`config.mk`:
```
export PLATFORM = sky130hd
export DESIGN_NAME = sliding_window_median_filter_core_flat
export DESIGN_NICKNAME = d
export VERILOG_FILES = /design/src/hw/rtl/swmf_pkg.sv /design/src/hw/rtl/swmf_sample_if.sv /design/src/hw/rtl/swmf_median_if.sv /design/src/hw/rtl/swmf_cfg_if.sv /design/src/hw/rtl/swmf_cell.sv /design/src/hw/rtl/sliding_window_median_filter_core.sv /design/src/flat_wrapper.sv
export SDC_FILE = /design/constraint.sdc
export NUM_CORES = 1
export LEC_CHECK = 0
export BUFFER_PORTS_ARGS = -buffer_cell sky130_fd_sc_hd__buf_2
export CORE_AREA = 2 2 243 245
export CTS_CLUSTER_SIZE = 12
export DETAILED_ROUTE_END_ITERATION = 7
export DIE_AREA = 0 0 245 247
export PLACE_DENSITY_LB_ADDON = 0.05
export SLEW_MARGIN = 20
export SYNTH_ARGS = -nofsm -noshare
export SYNTH_HDL_FRONTEND = slang
export SYNTH_SLANG_ARGS = --single-unit
export TNS_END_PERCENT = 10
```
`constraint.sdc`:
```
create_clock -name clk -period 11.4 [get_ports clk]
set_input_delay 1.71 -clock clk [delete_from_list [all_inputs] [get_ports clk]]
set_output_delay 1.71 -clock clk [all_outputs]
set_load 0.03 [all_outputs]
```
`src/hw/rtl/swmf_pkg.sv`:
```
package swmf_pkg;

  localparam int unsigned SAMPLE_W = 16;
  localparam int unsigned LEN_W    = 4;

  // window length after reset
  localparam logic [LEN_W-1:0] LEN_RESET = LEN_W'(5);

  typedef logic signed [SAMPLE_W-1:0] sample_t;
  typedef logic [LEN_W-1:0]           win_len_t;

endpackage

```
`src/hw/rtl/swmf_sample_if.sv`:
```
interface swmf_sample_if;
  import swmf_pkg::*;

  logic    valid;
  logic    ready;
  sample_t sample;

  modport source (output valid, output sample, input ready);
  modport sink   (input valid, input sample, output ready);
endinterface

```
`src/hw/rtl/swmf_median_if.sv`:
```
interface swmf_median_if;
  import swmf_pkg::*;

  logic    valid;
  logic    ready;
  sample_t median;

  modport source (output valid, output median, input ready);
  modport sink   (input valid, input median, output ready);
endinterface

```
`src/hw/rtl/swmf_cfg_if.sv`:
```
interface swmf_cfg_if;
  import swmf_pkg::*;

  logic     valid;
  logic     ready;
  win_len_t window_len;

  modport source (output valid, output window_len, input ready);
  modport sink   (input valid, input window_len, output ready);
endinterface

```
`src/hw/rtl/swmf_cell.sv`:
```
module swmf_cell #(
  parameter int unsigned IDX   = 0,
  parameter int unsigned DEPTH = 9,
  parameter int unsigned CNT_W = 4
) (
  input  logic                          clk,
  input  logic                          rst_n,
  input  logic                          shift_en,
  input  swmf_pkg::sample_t             d_in,
  input  swmf_pkg::sample_t [DEPTH-1:0] win,
  input  logic [CNT_W-1:0]              n_eff,
  input  logic [CNT_W-1:0]              target,
  output swmf_pkg::sample_t             q,
  output logic                          hit
);
  import swmf_pkg::*;

  sample_t          val_r;
  logic [CNT_W-1:0] rank;

  always_ff @(posedge clk) begin
    if (!rst_n) begin
      val_r <= '0;
    end else if (shift_en) begin
      val_r <= d_in;
    end
  end

  assign q = val_r;

  // descending rank inside the active window; ties broken by age so
  // the ranks form a permutation
  always_comb begin
    rank = '0;
    for (int j = 0; j < DEPTH; j++) begin
      if (j != IDX && CNT_W'(j) < n_eff) begin
        if ($signed(win[j]) > $signed(val_r) ||
            ($signed(win[j]) == $signed(val_r) && j < IDX)) begin
          rank = rank + CNT_W'(1);
        end
      end
    end
  end

  assign hit = (CNT_W'(IDX) < n_eff) && (rank == target);

endmodule

```
`src/hw/rtl/sliding_window_median_filter_core.sv`:
```
// Running median filter over the most recent window_len samples.
//
// Channels: in_chan carries one signed 16-bit sample per transaction,
// out_chan returns one median per sample, in order. cfg_chan writes the
// 4-bit window length (reset value 5); a value of 0 acts as 1 and values
// above MAX_WINDOW act as MAX_WINDOW. cfg_chan is always ready; write it
// only while no sample is in flight.
//
// Path: an accepted sample enters the window cells, is ranked there
// combinationally, and its median is registered onto out_chan.
// Throughput: one sample per cycle while out_chan is not stalled; the
// rank stage holds one item, so the figure is set by that single stage
// and the output register.
//
// Reset clears every window slot to zero (early medians include those
// zeros), empties both stages and restores the window length.
// When the receiver stalls the median waits in the output register, one
// further sample is taken into the window, and then in_chan.ready drops
// until the output drains.
module sliding_window_median_filter_core #(
  parameter int unsigned MAX_WINDOW = 9
) (
  input  logic                 clk,
  input  logic                 rst_n,
  swmf_sample_if.sink          in_chan,
  swmf_median_if.source        out_chan,
  swmf_cfg_if.sink             cfg_chan
);
  import swmf_pkg::*;

  localparam int unsigned CNT_W = $clog2(MAX_WINDOW + 1);
  localparam int unsigned EXT_W = 6;

  // configuration
  win_len_t window_len_r;

  // window cells: slot 0 newest
  sample_t [MAX_WINDOW-1:0] win;
  logic    [MAX_WINDOW-1:0] hit;

  // pipeline control
  logic    pending_r;      // cells hold an item whose median is not yet out
  logic    out_valid_r;
  sample_t median_r;
  logic    in_fire;
  logic    move;

  logic [EXT_W-1:0] len_ext;
  logic [CNT_W-1:0] n_eff;
  logic [CNT_W-1:0] target;
  sample_t          pick;

  assign cfg_chan.ready = 1'b1;

  always_ff @(posedge clk) begin
    if (!rst_n) begin
      window_len_r <= LEN_RESET;
    end else if (cfg_chan.valid) begin
      window_len_r <= cfg_chan.window_len;
    end
  end

  // effective length, clamped to 1..MAX_WINDOW
  always_comb begin
    len_ext = EXT_W'(window_len_r);
    priority if (len_ext == '0) begin
      n_eff = CNT_W'(1);
    end else if (len_ext > EXT_W'(MAX_WINDOW)) begin
      n_eff = CNT_W'(MAX_WINDOW);
    end else begin
      n_eff = CNT_W'(len_ext);
    end
    target = n_eff >> 1;
  end

  // rank result moves to the output when the output is free or draining
  assign move          = pending_r && (!out_valid_r || out_chan.ready);
  assign in_chan.ready = !pending_r || move;
  assign in_fire       = in_chan.valid && in_chan.ready;

  // shift chain: each cell takes its neighbour's sample on a transaction
  for (genvar i = 0; i < MAX_WINDOW; i++) begin : g_cell
    sample_t d_in;
    if (i == 0) begin : g_head
      assign d_in = in_chan.sample;
    end else begin : g_link
      assign d_in = win[i-1];
    end

    swmf_cell #(
      .IDX   (i),
      .DEPTH (MAX_WINDOW),
      .CNT_W (CNT_W)
    ) u_cell (
      .clk      (clk),
      .rst_n    (rst_n),
      .shift_en (in_fire),
      .d_in     (d_in),
      .win      (win),
      .n_eff    (n_eff),
      .target   (target),
      .q        (win[i]),
      .hit      (hit[i])
    );
  end

  // exactly one active cell holds rank n_eff/2
  always_comb begin
    pick = '0;
    for (int i = 0; i < MAX_WINDOW; i++) begin
      if (hit[i]) begin
        pick = pick | win[i];
      end
    end
  end

  always_ff @(posedge clk) begin
    if (!rst_n) begin
      pending_r   <= 1'b0;
      out_valid_r <= 1'b0;
    end else begin
      if (in_fire) begin
        pending_r <= 1'b1;
      end else if (move) begin
        pending_r <= 1'b0;
      end
      if (move) begin
        out_valid_r <= 1'b1;
      end else if (out_chan.ready) begin
        out_valid_r <= 1'b0;
      end
    end
  end

  always_ff @(posedge clk) begin
    if (move) begin
      median_r <= pick;
    end
  end

  assign out_chan.valid  = out_valid_r;
  assign out_chan.median = median_r;

endmodule

```
`src/flat_wrapper.sv`:
```
// flat-port wrapper written by rule: the top's interface ports become plain ports
module sliding_window_median_filter_core_flat import swmf_pkg::*;
#(
  parameter int unsigned MAX_WINDOW = 9
)
  (clk, rst_n, in_chan_valid, in_chan_sample, in_chan_ready, out_chan_valid, out_chan_median, out_chan_ready, cfg_chan_valid, cfg_chan_window_len, cfg_chan_ready);
  swmf_sample_if in_chan_i ();
  swmf_median_if out_chan_i ();
  swmf_cfg_if cfg_chan_i ();
  input  logic clk;
  input  logic rst_n;
  input wire logic [$bits(in_chan_i.valid)-1:0] in_chan_valid;
  input wire logic [$bits(in_chan_i.sample)-1:0] in_chan_sample;
  output wire logic [$bits(in_chan_i.ready)-1:0] in_chan_ready;
  output wire logic [$bits(out_chan_i.valid)-1:0] out_chan_valid;
  output wire logic [$bits(out_chan_i.median)-1:0] out_chan_median;
  input wire logic [$bits(out_chan_i.ready)-1:0] out_chan_ready;
  input wire logic [$bits(cfg_chan_i.valid)-1:0] cfg_chan_valid;
  input wire logic [$bits(cfg_chan_i.window_len)-1:0] cfg_chan_window_len;
  output wire logic [$bits(cfg_chan_i.ready)-1:0] cfg_chan_ready;
  assign in_chan_i.valid = in_chan_valid;
  assign in_chan_i.sample = in_chan_sample;
  assign in_chan_ready = in_chan_i.ready;
  assign out_chan_valid = out_chan_i.valid;
  assign out_chan_median = out_chan_i.median;
  assign out_chan_i.ready = out_chan_ready;
  assign cfg_chan_i.valid = cfg_chan_valid;
  assign cfg_chan_i.window_len = cfg_chan_window_len;
  assign cfg_chan_ready = cfg_chan_i.ready;
  sliding_window_median_filter_core #(.MAX_WINDOW(MAX_WINDOW)) u_core (.clk(clk), .rst_n(rst_n), .in_chan(in_chan_i), .out_chan(out_chan_i), .cfg_chan(cfg_chan_i));
endmodule
```
Yosys cells after proc, flatten, opt, wreduce, memory -nomap -nowiden --
Cells that the tools add are included.
Cells by class: equality and inequality tests 45, $lt $le $gt $ge 82, reduce and logical (&&, ||, !) cells 54, add/subtract/negate cells 63, bitwise operators 8, multiplexer cells 159
Operators by type and width (count):
- $gt 16x16->1 | 72
- $eq 16x16->1 | 36
- $mux 4 | 136
- $add 4x1->4 const B | 63
- $mux 16 | 9
- $or 16x16->16 | 8
- $logic_or 1x1->1 | 38
- $eq 4x3->1 | 9
- $lt 3x4->1 const A | 4
- $mux 1 | 14
- $logic_and 1x1->1 | 11
- $lt 1x4->1 const A | 2
- $lt 2x4->1 const A | 2
- $gt 4x4->1 const B | 1
- $logic_not 4->1 | 1
- $lt 4x4->1 const A | 1
- $reduce_bool 2->1 | 2
- $logic_not 1->1 | 2
Storage, ports and cells: output and inout port bits 19, flip-flop bits (word level) 166, input port bits 25

Longest topological paths before layout --
Gate-level depths: netlist of the first run.
word-level depth 45, depth in mapped cells 43

Cells and area by module --
A second synthesis of the first run with hierarchy kept.
Second synthesis, totals: cells, all modules 4835, area, all modules 40862.9 um^2
By module, submodules not included:
- swmf_cell (u_core.g_cell[2].u_cell) | instances 1, cells an instance 535, area an instance 4623.2 um^2
- swmf_cell (u_core.g_cell[6].u_cell) | instances 1, cells an instance 551, area an instance 4555.6 um^2
- swmf_cell (u_core.g_cell[1].u_cell) | instances 1, cells an instance 532, area an instance 4414.2 um^2
- swmf_cell (u_core.g_cell[8].u_cell) | instances 1, cells an instance 529, area an instance 4355.4 um^2
- swmf_cell (u_core.g_cell[0].u_cell) | instances 1, cells an instance 508, area an instance 4349.2 um^2
- swmf_cell (u_core.g_cell[5].u_cell) | instances 1, cells an instance 520, area an instance 4327.9 um^2
- swmf_cell (u_core.g_cell[4].u_cell) | instances 1, cells an instance 516, area an instance 4271.6 um^2
- swmf_cell (u_core.g_cell[3].u_cell) | instances 1, cells an instance 497, area an instance 4216.5 um^2
- swmf_cell (u_core.g_cell[7].u_cell) | instances 1, cells an instance 504, area an instance 4212.8 um^2
- sliding_window_median_filter_core | instances 1, cells an instance 143, area an instance 1536.5 um^2

Worst setup path before layout of the first run --
OpenSTA, ideal clock, no wires.
kind flip-flop to flip-flop, start reg u_core.g_cell[1].u_cell.val_r[10], end reg u_core.median_r[4] (netlist: u_core.out_chan.median[4]) (data pin), clock period less this slack 7.372 ns, library setup time 0.270 ns, path slack 4.028 ns, path buffers 1, arrival time 7.102 ns, cell stages (with the launch flop) 36, required time 11.130 ns, path through dfxtp_1 -> inv_1 -> ha_1 -> nand3_1 -> or2_2 -> a311oi_1 -> a211oi_1 -> a221o_1 -> ha_1 -> nor2_1 -> a31oi_1 -> mux2_2 -> ha_1 -> and4_1 -> or2_2 -> ha_1 -> nand4b_1 -> o21a_1 -> ha_1 -> nand2_1 -> nand2_1 -> ha_1 -> nor2_1 -> a31oi_1 -> ha_1 -> mux2_2 -> ha_1 -> a31oi_1 -> nor2_1 -> mux2_2 -> o221a_2 -> nand2_1 -> clkbuf_1 -> nor3_1 -> a2111oi_1 -> nand4_1
Between the ends: cells in the longest elaborated chain, start to end 43
Ends and longest elaborated chain:
- start, declared | line swmf_cell.sv:18 | sample_t val_r;
- start signal, assigned | line swmf_cell.sv:25 | val_r <= d_in;
- $gt 16x16->1 | line swmf_cell.sv:37 | if ($signed(win[j]) > $signed(val_r) ||
- $mux 1 | line swmf_cell.sv:37
- $mux 1 | line swmf_cell.sv:36 | if (j != IDX && CNT_W'(j) < n_eff) begin
- $add 4x1->4 | line swmf_cell.sv:39 | rank = rank + CNT_W'(1);
- $mux 4 | line swmf_cell.sv:37
- $mux 4 | line swmf_cell.sv:36
- $add 4x1->4 | line swmf_cell.sv:39
- $mux 4 | line swmf_cell.sv:37
- [28 not listed]
- $mux 16 | line sliding_window_median_filter_core.sv:111 | if (hit[i]) begin
- $or 16x16->16 | line sliding_window_median_filter_core.sv:112 | pick = pick | win[i];
- $mux 16 | line sliding_window_median_filter_core.sv:111
- $or 16x16->16 | line sliding_window_median_filter_core.sv:112
- $mux 16 | line sliding_window_median_filter_core.sv:111
- $or 16x16->16 | line sliding_window_median_filter_core.sv:112
- $mux 16 * | line sliding_window_median_filter_core.sv:111
- net u_core.pick[4] | line sliding_window_median_filter_core.sv:51 | sample_t pick;
- end signal, assigned | line sliding_window_median_filter_core.sv:137 | median_r <= pick;
- end, declared | line sliding_window_median_filter_core.sv:44 | sample_t median_r;
Mark *: on every way through the listed nets, which the timed path passes. The rest lies on a longest branch. A chain may end at the register's enable or synchronous reset.

Final worst setup path of the first run --
start reg u_core.g_cell[5].u_cell.val_r[14], end reg u_core.median_r[2] (netlist: u_core.out_chan.median[2]) (data pin)
Between the ends: cells in the longest elaborated chain, start to end 34
Ends and longest elaborated chain (line):
- start, declared | swmf_cell.sv:18
- start signal, assigned | swmf_cell.sv:25
- $gt 16x16->1 or $eq 16x16->1 (tied branches) | swmf_cell.sv:37, swmf_cell.sv:38
- $logic_or 1x1->1 | swmf_cell.sv:37
- $mux 1 | swmf_cell.sv:37
- $mux 4 | swmf_cell.sv:36
- $add 4x1->4 | swmf_cell.sv:39
- $mux 4 | swmf_cell.sv:37
- $mux 4 | swmf_cell.sv:36
- $add 4x1->4 | swmf_cell.sv:39
- [19 not listed]
- $mux 16 | sliding_window_median_filter_core.sv:111
- $or 16x16->16 | sliding_window_median_filter_core.sv:112
- $mux 16 | sliding_window_median_filter_core.sv:111
- $or 16x16->16 | sliding_window_median_filter_core.sv:112
- $mux 16 | sliding_window_median_filter_core.sv:111
- $or 16x16->16 | sliding_window_median_filter_core.sv:112
- $mux 16 * | sliding_window_median_filter_core.sv:111
- net u_core.pick[2] | sliding_window_median_filter_core.sv:51
Marked as above.

==> impl_metrics.tcl, run 1 <==
set metrics [dict create \
    worstSetupStartpointType "flop" \
    ios 44 \
    design_area_um2 28500 \
    seq_area_um2 3480 \
    avgSynthCellArea_um2 7.96 \
    route.detailed.drc 1 \
    grt_pass1_wl_mm 190 \
    slew_headroom 0.148 \
    ys_types 112 \
    fmax_mhz 102 \
    crit_path_max_incr_delay_ps 960 \
    synth_edf_count 16 \
    num_vias 28208 \
    clock_sinks 166 \
    initial_core_util 0.454 \
    outcome "finished, violations left" \
    hpwl_mm 104 \
    required_ps 11650 \
    antenna_found_initial 4 \
    grt_max_degree 87 \
    nets 4038 \
    die_w_um 245 \
    ir_drop_mv 0.237 \
    cp_slowest_cell "o21a_1" \
    finalSetupTns_ps 0 \
    rrSetupSlack_ps 1620 \
    slew_violations 0 \
    syn2layout_area_growth_pct 8.00 \
    r2r-end "u_core.out_chan.median[2]" \
    ctsResizeCount 0 \
    violations "DRC" \
    placed_cell_area_um2 27900 \
    fin_skew_ps 25.3 \
    powerDensity_nw_per_um2 133 \
    critPathMaxFanout 16 \
    final_layout_size_suffix_gt1_frac 0.0788 \
    cts_tree "yes" \
    drt_iter0_drc 3368 \
    criticalPathCategory "reg2reg" \
    cts_made_buffers 17 \
    maxCapViolCount 0 \
    setup_violations 0 \
    reg2reg_from "u_core.g_cell[5].u_cell.q[14]" \
    core-area_um2 58200 \
    leakage_uw 0.0128 \
    root_buffer "clkbuf_16" \
    wirelength_mm 135 \
    period_needed_ps 9780 \
    min_period_over_period 0.858 \
    wl_per_cell_um 32.5 \
    worst_pin_slew_ps 1260 \
    reg2reg_depth 33 \
    synth_top_flop_cell "dfxtp_1" \
    ys_async_sr_fraction 0 \
    synth_cells 3321 \
    cp_common_cell "ha_1" \
    antenna_left 0 \
    netlist_area_um2 26400 \
    post_cts_buffers 0 \
    place_congestion 1.10 \
    clockBufferDepth 2 \
    synth-seq-area-share 0.132 \
    end_kind "flop" \
    grt-ovfl-total 0 \
    first_pass_iters 8 \
    multi_input_area_um2 21800 \
    critPathCapture "u_core.out_chan.median[2]" \
    setup.worst_path.start "u_core.g_cell[5].u_cell.q[14]" \
    port_buffers 42 \
    clock_latency_ps 530 \
    synth-seq-cells 166 \
    grt_setup_unrepaired "no" \
    grt_usage 0.443 \
    final_cell_mix "639 x ha_1, 532 x nand2_1, 216 x inv_1" \
    finalHoldViolCount 0 \
    vias_per_cell 6.78 \
    clk_pin_slew_ps 80 \
    grt_pass1_vias 26499 \
    yosysWarningCount 0 \
    die-area_um2 60500 \
    num_rows 89 \
    hold_buffers 0 \
    die_y_um 247 \
    htreeDepth 4 \
    fillers 5749 \
    synth_nets 3985 \
    layout_commonest_cell "ha_1" \
    hold_class "reg2reg" \
    cp.arrival_ps 10020 \
]
## power breakdown
part	switching [uW]	internal, uW	leakage, uW
sequential	26.4	603	0.00136
clock	353	300	0.000300
combinational	1610	900	0.0112
total	1990	1800	0.0128
## Yosys cell counts (all sizes together), types with 70 or more instances
master    n  share of area
o21ai    95          0.018
ha      639           0.30
nand3    83          0.016
nand2   534          0.076
dfxtp   150           0.11
nor2    113          0.016
nor3     82          0.016
clkbuf   70         0.0099
nand4   139          0.033
a21oi   213          0.040
a21boi  160          0.045
inv     219          0.031
## per-stage QoR
step	utilization	hold WS (ps)	cells	setup slack [ps]	power (uW)
after floorplan	-	457	3321	4030	2340
after global placement	0.478	489	4128	2020	2990
after detailed placement	0.479	500	4128	1950	3060
after CTS	0.490	512	4160	1870	3720
after global routing	0.490	548	4160	1250	3980
final	0.490	512	4163	1620	3790
## cell type report
class,instances,share of cell area
antenna,3,0.000263
inverter,220,0.0289
sequential,166,0.122
clock inverter,15,0.00697
timing repair buffer,119,0.0277
tap,773,0.0339
multi-input combinational,2850,0.765
clock buffer,17,0.0149
## sequential cells by signal (all words and copies together) (netlist names)
register and count:
u_core.g_cell.u_cell.q 144, u_core.pending_r 1, u_core.window_len_r 4, u_core.out_chan.median 16
u_core.out_chan.valid 1
## how the worst min path moves through the flow
stage                                              end                    startpoint  cells past startpoint
after global routing      u_core.g_cell[8].u_cell.q[0]  u_core.g_cell[8].u_cell.q[0]                      2
after detailed placement  u_core.g_cell[8].u_cell.q[0]  u_core.g_cell[8].u_cell.q[0]                      2
after global placement    u_core.g_cell[2].u_cell.q[3]  u_core.g_cell[2].u_cell.q[3]                      2
after CTS                 u_core.g_cell[8].u_cell.q[0]  u_core.g_cell[8].u_cell.q[0]                      2
after floorplan           u_core.g_cell[8].u_cell.q[0]  u_core.g_cell[8].u_cell.q[0]                      2
final                     u_core.g_cell[8].u_cell.q[0]  u_core.g_cell[8].u_cell.q[0]                      2
## cell families (layout without fill, tap and decap cells)
kind of cell / Yosys count / after routing / share of synthesized area
simple gates: 1191 / 1191 / 0.221
buf+inv: 305 / 371 / 0.0450
fa+ha+maj: 640 / 640 / 0.303
xor+xnor: 124 / 124 / 0.0558
compound gates: 856 / 856 / 0.228
flops: 166 / 166 / 0.132
other cells: 1 / 4 / 0.000142
mux: 38 / 38 / 0.0154
## per-layer routing
metal,part of all wire,GRT usage,up-vias
li1,-,-,12521
met1,0.40,0.559,13522
met3,0.11,0.125,444
met2,0.41,0.650,1721
met4,0.081,0.307,0
met5,0,0,-
## worst max-delay path: cells and delay by family (launching register included)
| kind | cells | cell delay, ps |
|---|---|---|
| buffers and inverters | 2 | 360 |
| AND/OR/NAND/NOR | 9 | 1730 |
| AO/OA/AOI/OAI | 10 | 3040 |
| multiplexers | 4 | 1410 |
| flip-flops | 1 | 560 |
| adder cells (fa/ha/maj) | 8 | 2390 |
Power figures use the tool's default switching activity.
==> run 2, diff against run 1 <==
BUFFER_PORTS_ARGS = -buffer_cell sky130_fd_sc_hd__buf_4   (was -buffer_cell sky130_fd_sc_hd__buf_2)
SETUP_SLACK_MARGIN = 0.2   (was unset)
==> run 2 against run 1 <==
Against the previous run: the run now ends clean; sequential power about the same; maximum frequency increased by 0.26%; wire length decreased by 0.36%; non-clock buffer count increased by 3; core utilization increased by 0.22 points; die area unchanged; count of clock-buffer cells in the layout unchanged; final area increased by 0.45%; critical path type unchanged.
==> impl_metrics.tcl, run 2 (synthesized netlist as in run 1, its figures left out) <==
set metrics [dict create \
    outcome "finished, final reports clean" \
    hpwl_mm 105 \
    ios 44 \
    wl_per_cell_um 32.4 \
    dp_slack_ps 2040 \
    p_clk_frac 0.177 \
    root_buffer "clkbuf_16" \
    reg2reg_from "u_core.g_cell[5].u_cell.q[12]" \
    rrSetupSlack_ps 1650 \
    worst_pin_slew_ps 1210 \
    intPower_uw 1810 \
    min-delay-start "u_core.g_cell[2].u_cell.q[2]" \
    fmax_mhz 103 \
    clk_pin_slew_ps 90 \
    period_needed_ps 9750 \
    grt_pass1_wl_mm 188 \
    crit_path_max_incr_delay_ps 960 \
    num_vias 28179 \
    slew_violations 0 \
    p_total_uw 3780 \
    hold_buffers 0 \
    fin_skew_ps 17.8 \
    slew_headroom 0.188 \
    r2r-end "u_core.out_chan.median[8]" \
    nets 4041 \
    syn2layout_area_growth_pct 8.49 \
    grt_usage 0.438 \
    powerDensity_nw_per_um2 132 \
    finalSetupTns_ps 0 \
    fin_ws_ps 1650 \
    route.detailed.drc 0 \
    layout_commonest_cell "ha_1" \
    antenna_left 0 \
    cts_tree "yes" \
    worstSetupStartpointType "flop" \
    num_rows 89 \
    die_y_um 247 \
    maxCapViolCount 0 \
    criticalPathCategory "reg2reg" \
    first_pass_iters 8 \
    min_period_over_period 0.855 \
    clock_sinks 166 \
    vias_per_cell 6.76 \
    end_kind "flop" \
    core-area_um2 58200 \
    required_ps 11650 \
    ir_drop_mv 0.189 \
    antenna_found_initial 8 \
    initial_core_util 0.454 \
    finalHoldViolCount 0 \
    holdPathEnd "u_core.g_cell[2].u_cell.q[2]" \
    min_path_cells 2 \
    largest_register_ffs 144 \
    cp.arrival_ps 10000 \
    post_cts_buffers 0 \
    cp_slowest_cell "nor4_1" \
    hold_class "reg2reg" \
    leakage_uw 0.0129 \
    grt-ovfl-total 0 \
    die-area_um2 60500 \
    cts_made_buffers 17 \
    p_sw_frac 0.521 \
    wirelength_mm 135 \
    final_cell_mix "639 x ha_1, 532 x nand2_1, 216 x inv_1" \
    drt_iter0_drc 3113 \
    port_buffers 42 \
    final_layout_size_suffix_gt1_frac 0.0794 \
    power.switching_uw 1970 \
    seq_power_share 0.167 \
    die_w_um 245 \
    pwr-share-comb 0.657 \
    place_congestion 1.07 \
    htreeDepth 4 \
    grt_setup_unrepaired "no" \
    clockBufferDepth 2 \
    grt_pass1_vias 26167 \
    cp_common_cell "ha_1" \
    grt_max_degree 78 \
    critPathMaxFanout 16 \
    reg2reg_depth 33 \
    setup_violations 0 \
    ctsResizeCount 0 \
    clock_latency_ps 520 \
]
[run 2: power groups by stage]
stage | Combinational (uW) | Sequential (uW) | Clock [uW]
after CTS | 2390 | 629 | 668
after global routing | 2640 | 631 | 690
after floorplan | 1700 | 636 | 0
final | 2480 | 631 | 668
after detailed placement | 2380 | 642 | 0
after global placement | 2290 | 643 | 0
[run 2: worst max path at each step]
stage	from	slack (ps)	end
2_1_floorplan	u_core.g_cell[1].u_cell.q[10]	4030	u_core.out_chan.median[4]
3_3_place_gp	u_core.g_cell[5].u_cell.q[12]	2270	u_core.out_chan.median[7]
3_5_place_dp	u_core.g_cell[5].u_cell.q[15]	2040	u_core.out_chan.median[0]
4_1_cts	u_core.g_cell[5].u_cell.q[15]	2000	u_core.out_chan.median[7]
5_1_grt	u_core.g_cell[5].u_cell.q[15]	1360	u_core.out_chan.median[11]
6_report	u_core.g_cell[5].u_cell.q[12]	1650	u_core.out_chan.median[8]
[run 2: per-stage QoR]
stage,utilization,instance area (um^2),hold slack (ps),instances
6_report,0.492,28700,534,4166
5_1_grt,0.492,28700,549,4163
4_1_cts,0.491,28600,525,4163
3_5_place_dp,0.481,28000,512,4131
3_3_place_gp,0.480,28000,496,4130
2_1_floorplan,-,26400,457,3321
[run 2: area by class of cell]
type	count	area (um^2)
Fill cell	5752	29600
Multi-Input combinational cell	2850	21800
Sequential cell	166	3480
Tap cell	773	967
Timing Repair Buffer	122	920
Inverter	220	826
Clock buffer	17	425
Clock inverter	15	204
Antenna cell	3	7.51
[run 2: metal layers]
layer	up-vias	GRT usage	part of all wire
met5	-	0	0.00056
met4	10	0.289	0.079
met3	451	0.134	0.11
met2	1673	0.655	0.41
met1	13543	0.542	0.40
li1	12502	-	-
[run 2: critical path: cells and delay by family, from the launching register on]
kind | cells | cell delay, ps
and+or+nand+nor | 9 | 2020
AOI/OAI and AO/OA | 10 | 2840
buffers and inverters | 2 | 350
DFF | 1 | 570
muxes | 4 | 1360
adders and majority gates | 8 | 2320
